## src/hdl/stl_pkg.sv

```systemverilog
// shared types and constants of the sorted timestamp list
package stl_pkg;

	localparam int STAMP_W = 63;
	localparam int POS_W = 4;
	localparam int STATUS_W = 2;
	localparam int COUNT_W = 5;
	localparam int LIST_DEPTH_DEF = 16;

	localparam logic OP_INSERT = 1'b0;
	localparam logic OP_REMOVE = 1'b1;

	localparam logic [STATUS_W-1:0] ST_DONE = 2'd0;
	localparam logic [STATUS_W-1:0] ST_FULL = 2'd1;
	localparam logic [STATUS_W-1:0] ST_RANGE = 2'd2;

	typedef struct packed {
		logic insert_en;
		logic remove_en;
		logic [STAMP_W-1:0] stamp;
		logic [POS_W-1:0] pos;
	} cell_cmd_t;

endpackage

```

## src/hdl/sorted_timestamp_list.sv

```systemverilog
// top level of the sorted timestamp list: cell row, fill count and result register
//
// channel  direction  handshake            payload
// in       input      in_valid / in_ready  opcode, stamp, position
// out      output     out_valid / out_ready status, placed_before_end,
//                                          removed_stamp, entry_count
//
// one word per cycle while the output is not stalled: every cell compares and shifts in the cycle a word is taken,
// the result is registered and shown the next cycle.
// a new word is taken while the result register is empty or being emptied.
// reset clears the fill count and the result valid flag; entries and result data need no reset.
// a stalled output holds the input off, nothing is lost.
module sorted_timestamp_list #(
	parameter int LIST_DEPTH = stl_pkg::LIST_DEPTH_DEF
) (
	input  logic clk,
	input  logic arst_n,
	input  logic in_valid,
	output logic in_ready,
	input  logic opcode,
	input  logic [stl_pkg::STAMP_W-1:0] stamp,
	input  logic [stl_pkg::POS_W-1:0] position,
	output logic out_valid,
	input  logic out_ready,
	output logic [stl_pkg::STATUS_W-1:0] status,
	output logic placed_before_end,
	output logic [stl_pkg::STAMP_W-1:0] removed_stamp,
	output logic [stl_pkg::COUNT_W-1:0] entry_count
);

	localparam int CW = $clog2(LIST_DEPTH + 1);
	localparam int PW = (CW > stl_pkg::POS_W) ? CW : stl_pkg::POS_W;
	localparam int NR = (LIST_DEPTH < 16) ? LIST_DEPTH : 16;
	localparam logic [CW-1:0] DEPTH_C = CW'(LIST_DEPTH);

	logic [CW-1:0] count_q;
	logic out_valid_q;
	logic [stl_pkg::STATUS_W-1:0] status_q;
	logic placed_q;
	logic [stl_pkg::STAMP_W-1:0] removed_q;
	logic [stl_pkg::COUNT_W-1:0] count_out_q;

	logic accept;
	logic insert_ok;
	logic remove_ok;
	stl_pkg::cell_cmd_t cmd;
	logic [LIST_DEPTH-1:0] less_vec;
	logic [stl_pkg::STAMP_W-1:0] cell_val [LIST_DEPTH];
	logic [stl_pkg::STAMP_W-1:0] pick;
	logic [CW-1:0] count_next;
	logic [stl_pkg::STATUS_W-1:0] status_next;

	assign in_ready = !out_valid_q || out_ready;
	assign accept = in_valid && in_ready;
	assign insert_ok = (opcode == stl_pkg::OP_INSERT) && (count_q < DEPTH_C);
	assign remove_ok = (opcode == stl_pkg::OP_REMOVE) && (PW'(position) < PW'(count_q));

	assign cmd.insert_en = accept && insert_ok;
	assign cmd.remove_en = accept && remove_ok;
	assign cmd.stamp = stamp;
	assign cmd.pos = position;

	for (genvar i = 0; i < LIST_DEPTH; i++) begin : g_cell
		stl_cell #(
			.IDX(i),
			.CW(CW)
		) u_cell (
			.clk(clk),
			.cmd(cmd),
			.count(count_q),
			.prev_less((i == 0) ? 1'b0 : less_vec[(i == 0) ? 0 : i - 1]),
			.prev_val(cell_val[(i == 0) ? 0 : i - 1]),
			.next_val(cell_val[(i == LIST_DEPTH - 1) ? i : i + 1]),
			.less(less_vec[i]),
			.val(cell_val[i])
		);
	end

	// removal read, position covers at most sixteen entries
	always_comb begin
		pick = '0;
		for (int k = 0; k < NR; k++) begin
			if (position == stl_pkg::POS_W'(k)) begin
				pick = cell_val[k];
			end
		end
	end

	always_comb begin
		count_next = count_q;
		status_next = stl_pkg::ST_DONE;
		if (opcode == stl_pkg::OP_INSERT) begin
			if (insert_ok) begin
				count_next = count_q + CW'(1);
			end else begin
				status_next = stl_pkg::ST_FULL;
			end
		end else begin
			if (remove_ok) begin
				count_next = count_q - CW'(1);
			end else begin
				status_next = stl_pkg::ST_RANGE;
			end
		end
	end

	always_ff @(posedge clk or negedge arst_n) begin
		if (!arst_n) begin
			count_q <= '0;
			out_valid_q <= 1'b0;
		end else begin
			if (accept) begin
				count_q <= count_next;
				out_valid_q <= 1'b1;
			end else if (out_ready) begin
				out_valid_q <= 1'b0;
			end
		end
	end

	always_ff @(posedge clk) begin
		if (accept) begin
			status_q <= status_next;
			placed_q <= insert_ok && (|less_vec);
			removed_q <= remove_ok ? pick : '0;
			count_out_q <= stl_pkg::COUNT_W'(count_next);
		end
	end

	assign out_valid = out_valid_q;
	assign status = status_q;
	assign placed_before_end = placed_q;
	assign removed_stamp = removed_q;
	assign entry_count = count_out_q;

endmodule

```

## src/hdl/stl_cell.sv

```systemverilog
// one list entry: compare against the new stamp and shift with its neighbors
module stl_cell #(
	parameter int IDX = 0,
	parameter int CW = 5
) (
	input  logic clk,
	input  stl_pkg::cell_cmd_t cmd,
	input  logic [CW-1:0] count,
	input  logic prev_less,
	input  logic [stl_pkg::STAMP_W-1:0] prev_val,
	input  logic [stl_pkg::STAMP_W-1:0] next_val,
	output logic less,
	output logic [stl_pkg::STAMP_W-1:0] val
);

	localparam int PW = (CW > stl_pkg::POS_W) ? CW : stl_pkg::POS_W;
	localparam logic [PW-1:0] IDX_P = PW'(IDX);
	localparam logic [PW:0] IDX_N = (PW + 1)'(IDX + 1);

	logic [stl_pkg::STAMP_W-1:0] stamp_q;
	logic valid;
	logic at_end;
	logic [PW-1:0] pos_p;
	logic [PW-1:0] count_p;

	assign pos_p = PW'(cmd.pos);
	assign count_p = PW'(count);
	assign valid = IDX_P < count_p;
	assign at_end = IDX_P == count_p;
	assign less = valid && (stamp_q < cmd.stamp);
	assign val = stamp_q;

	always_ff @(posedge clk) begin
		if (cmd.insert_en) begin
			if (prev_less) begin
				stamp_q <= prev_val;
			end else if (less || at_end) begin
				stamp_q <= cmd.stamp;
			end
		end else if (cmd.remove_en) begin
			if ((IDX_P >= pos_p) && (IDX_N < {1'b0, count_p})) begin
				stamp_q <= next_val;
			end
		end
	end

endmodule

```

## config.mk

```make
export PLATFORM = sky130hd
export DESIGN_NAME = sorted_timestamp_list
export DESIGN_NICKNAME = d
export VERILOG_FILES = /design/src/hdl/stl_pkg.sv /design/src/hdl/sorted_timestamp_list.sv /design/src/hdl/stl_cell.sv
export SDC_FILE = /design/constraint.sdc
export NUM_CORES = 2
export LEC_CHECK = 0
export BUFFER_PORTS_ARGS = -buffer_cell sky130_fd_sc_hd__buf_2
export CELL_PAD_IN_SITES_DETAIL_PLACEMENT = 0
export CELL_PAD_IN_SITES_GLOBAL_PLACEMENT = 2
export CORE_MARGIN = 2
export CORE_UTILIZATION = 46
export CTS_CLUSTER_SIZE = 30
export DETAILED_ROUTE_END_ITERATION = 10
export PLACE_DENSITY_LB_ADDON = 0.05
export SETUP_SLACK_MARGIN = 0.05
export SLEW_MARGIN = 20
export SYNTH_ARGS = -nofsm -noshare
export SYNTH_HDL_FRONTEND = slang
export SYNTH_SLANG_ARGS = --single-unit
```

## constraint.sdc

```tcl
create_clock -name clk -period 20 [get_ports clk]
set_clock_uncertainty 0.1 [all_clocks]
set_input_delay 3 -clock clk [delete_from_list [all_inputs] [get_ports clk]]
set_output_delay 3 -clock clk [all_outputs]
set_load 0.02 [all_outputs]
```

==> qor.yml <==
clockBufferDepth: 3
cp_num_buf_inv: 4
hp-class: "register to register"
portBuffers: 144
fill_cells: 16200
finalCritPeriodShare: 0.440
hold-path-endpoint: "out_valid"
crit_family: "compound AO/OA/AOI/OAI gates"
cts_made_buffers: 141
crit_chain: "buf_2 -> inv_1 -> ha_1 -> a21o_1 -> a211o_1 -> a221oi_1 -> o21ai_0 -> a31oi_1 -> o221ai_4 -> buf_12 -> and2_1 -> a311oi_4 -> buf_4"
ctsHoldBuffers: 0
ys_seq_elements: 1085
die_height_um: 425
root_buffer: "clkbuf_16"
r2r_start: "g_cell[5].u_cell.val[30]"
critPathCaptureType: "register"
worst-r2r-cell-count: 11
hp-start: "out_valid"
yosysWarningCount: 0
initial_core_util: 0.463
maxClockFrequency_mhz: 114
ctsResizeCount: 0
ys_seq_area_frac: 0.398
avgSynthCellArea_sq_um: 9.88
start_kind: "input port"
hold_viol: 0
leakage_nw: 37.5
maxSlewViolCount: 0
power_density_nw_per_um2: 85.8
finalSetupViolCount: 0
cts_tree: "done"
syn-num-nets: 9338
grt_pass1_wl_um: 551000
rrSetupSlack_ns: 13.72
drive_gt1_frac: 0.0782
syn_inst: 8266
crit_slowest_cell: "a31oi_1"
synth.distinct_cells: 82
grt_setup_unrepaired: "no"
reg2reg_to: "g_cell[6].u_cell.val[41]"
dp_hpwl_um: 271000
dieArea_sq_um: 181000
wl_per_cell_um: 37.5
critPathKind: "input port to register"
hold_slack_ns: 0.441
drc: 0
drt_iter0_drc: 10600
htree_levels: 4
synth_area_sq_um: 81700
path_clk_slew_ns: 0.06
setup_slack_ns: 11.20
ys.flop_type: "edfxtp_1"
grt_pass1_vias: 68800
numClockSinks: 1085
core.rowCount: 154
wirelength_um: 399000
hold_depth: 2
place_ws_ns: 10.60
async_flop_share: 0.00553
worstPathArrival_ns: 9.15
track_usage: 0.433
fin_setup_tns_ns: 0
layout_min_cycle_time_ns: 8.80
synth_edf_count: 1079
crit_required_ns: 20.34
max_stage_delay_ns: 0.94
antenna_found_initial: 16
gp_congestion: 0.984
maxCapViolCount: 0
core_area_sq_um: 176000
postCtsSetupRepairBufs: 0
insertion_delay_ns: 0.84
first_pass_iters: 10
path_max_fanout: 54
vias: 73100
grt_max_degree: 248
ir_worst_vdd_uv: 97.0
io_pins: 145
slew_headroom: 0.113
num-nets-final: 9268
postRouteAntennaNets: 0
via_per_inst: 6.86
tightest_slew_ns: 1.32
overflow: 0
area_delta_synth_final_pct: 9.85
outcome: "finished clean"
die_w_um: 425
## worst min-delay path, stage by stage (launching register included)
cell      delay, ns
dfrtp_1        0.34
nand2b_1       0.09
nand2b_1       0.08
## through the flow
step                utilization  area [sq um]  std cells  power, W
global placement          0.483         85200      10400   0.00505
finish                    0.509         89700      10600   0.00770
floorplan                     -         81700       8266   0.00418
global route              0.509         89700      10600   0.00789
detailed placement        0.483         85200      10400   0.00508
CTS                       0.509         89700      10600   0.00763
## cells in the final DEF, fill, tap and decap left out, types with 57 or more instances in the layout
cell type / Yosys / routed
a22oi_1: 58 / 58
inv_1: 95 / 95
nor3_1: 61 / 57
a21oi_1: 382 / 376
clkbuf_16: 0 / 147
a31oi_1: 88 / 88
nand4_1: 148 / 148
o21ai_1: 1061 / 1056
buf_2: 3 / 141
o21ai_0: 141 / 140
nor2_1: 326 / 309
nand3_1: 105 / 104
a211oi_1: 106 / 102
mux4_2: 63 / 63
nand2_1: 1343 / 1337
a221oi_1: 71 / 71
edfxtp_1: 1079 / 1079
ha_1: 1000 / 1000
a21o_1: 155 / 154
buf_4: 2 / 174
mux2i_1: 824 / 824
## logic make-up (layout without fill, tap and decap cells)
kind of cell	count (synthesis)	in the layout	share of synthesized area
DFF	1085	1085	0.398
muxes	939	939	0.125
xor gates and xnor gates	6	6	0.000643
and+or+nand+nor	2142	2142	0.112
buffers and inverters	642	676	0.0303
adders and majority gates	1000	1000	0.153
AOI/OAI and AO/OA	2452	2452	0.180
other	0	8	0
## sequential cells by signal (all words and copies together), names as in the netlist
signal and cells:
count_q 5, entry_count 5, g_cell.u_cell.val 1008, out_valid 1, placed_before_end 1, removed_stamp 63, status 2
## worst max path at each step
stage	startpoint	endpoint	slack [ns]	cells after the start
after floorplan	stamp[56]	g_cell[6].u_cell.val[0]	8.42	12
after global placement	stamp[36]	placed_before_end	9.58	14
after detailed placement	stamp[9]	g_cell[7].u_cell.val[53]	10.60	13
after CTS	stamp[9]	g_cell[7].u_cell.val[3]	11.47	13
after global routing	stamp[9]	g_cell[7].u_cell.val[44]	11.28	13
final	stamp[9]	g_cell[7].u_cell.val[3]	11.20	13
## cell type report
class / instances / area [sq um] / area share
inverters: 103 / 390 / 0.00435
diodes: 8 / 20.0 / 0.000223
flip-flops and latches: 1085 / 32600 / 0.363
repair buffers: 326 / 2230 / 0.0248
multi-input cells: 6539 / 47200 / 0.526
well taps: 2340 / 2930 / 0.0326
clock inverters: 59 / 588 / 0.00655
clock buffers: 188 / 3850 / 0.0429
## Yosys cell counts, types with 7 or more instances
master	count	share of area
o2111ai_1	12	0.0013
a32oi_1	39	0.0042
nand3_1	105	0.0064
o221ai_1	11	0.0012
a221o_1	9	0.0011
and4_1	27	0.0029
and3_1	14	0.0011
inv_2	7	0.00032
nand4_1	148	0.011
a211o_1	8	0.00086
a221oi_1	71	0.0076
nor2b_1	33	0.0025
buf_1	54	0.0025
o22ai_1	51	0.0039
a311oi_1	10	0.0011
a21o_1	155	0.014
o21ai_1	1061	0.065
a41oi_1	10	0.0011
edfxtp_1	1079	0.40
a21oi_1	382	0.023
o21bai_1	46	0.0042
mux2_1	51	0.0070
mux2i_1	824	0.10
or3_1	8	0.00061
a211oi_1	106	0.0097
a22oi_1	58	0.0053
nor3_1	61	0.0037
o31a_1	7	0.00075
nand2_1	1343	0.062
ha_1	1000	0.15
inv_1	95	0.0044
o21ai_0	141	0.0086
a222oi_1	50	0.0061
a31oi_1	88	0.0067
o211ai_1	29	0.0027
nand2b_1	23	0.0018
o21a_1	28	0.0026
a2111oi_0	19	0.0020
mux4_2	63	0.017
clkbuf_1	475	0.022
nor2_1	326	0.015
nor4_1	30	0.0023
## where the power goes
group          switching [W]  leakage (nW)  total, W  internal [W]
clock network        0.00110          2.16   0.00259       0.00149
registers           0.000207          9.95   0.00293       0.00272
logic                0.00149          25.4   0.00219      0.000696
total                0.00280          37.5   0.00770       0.00491
## metal layers
layer,GRT usage,vias up,part of all wire
met5,0,-,0.00017
met4,0.309,10,0.084
met3,0.0937,1209,0.10
met2,0.665,4630,0.44
met1,0.539,35700,0.37
li1,-,31500,-
Note: power is estimated with default switching activity, not from simulation.
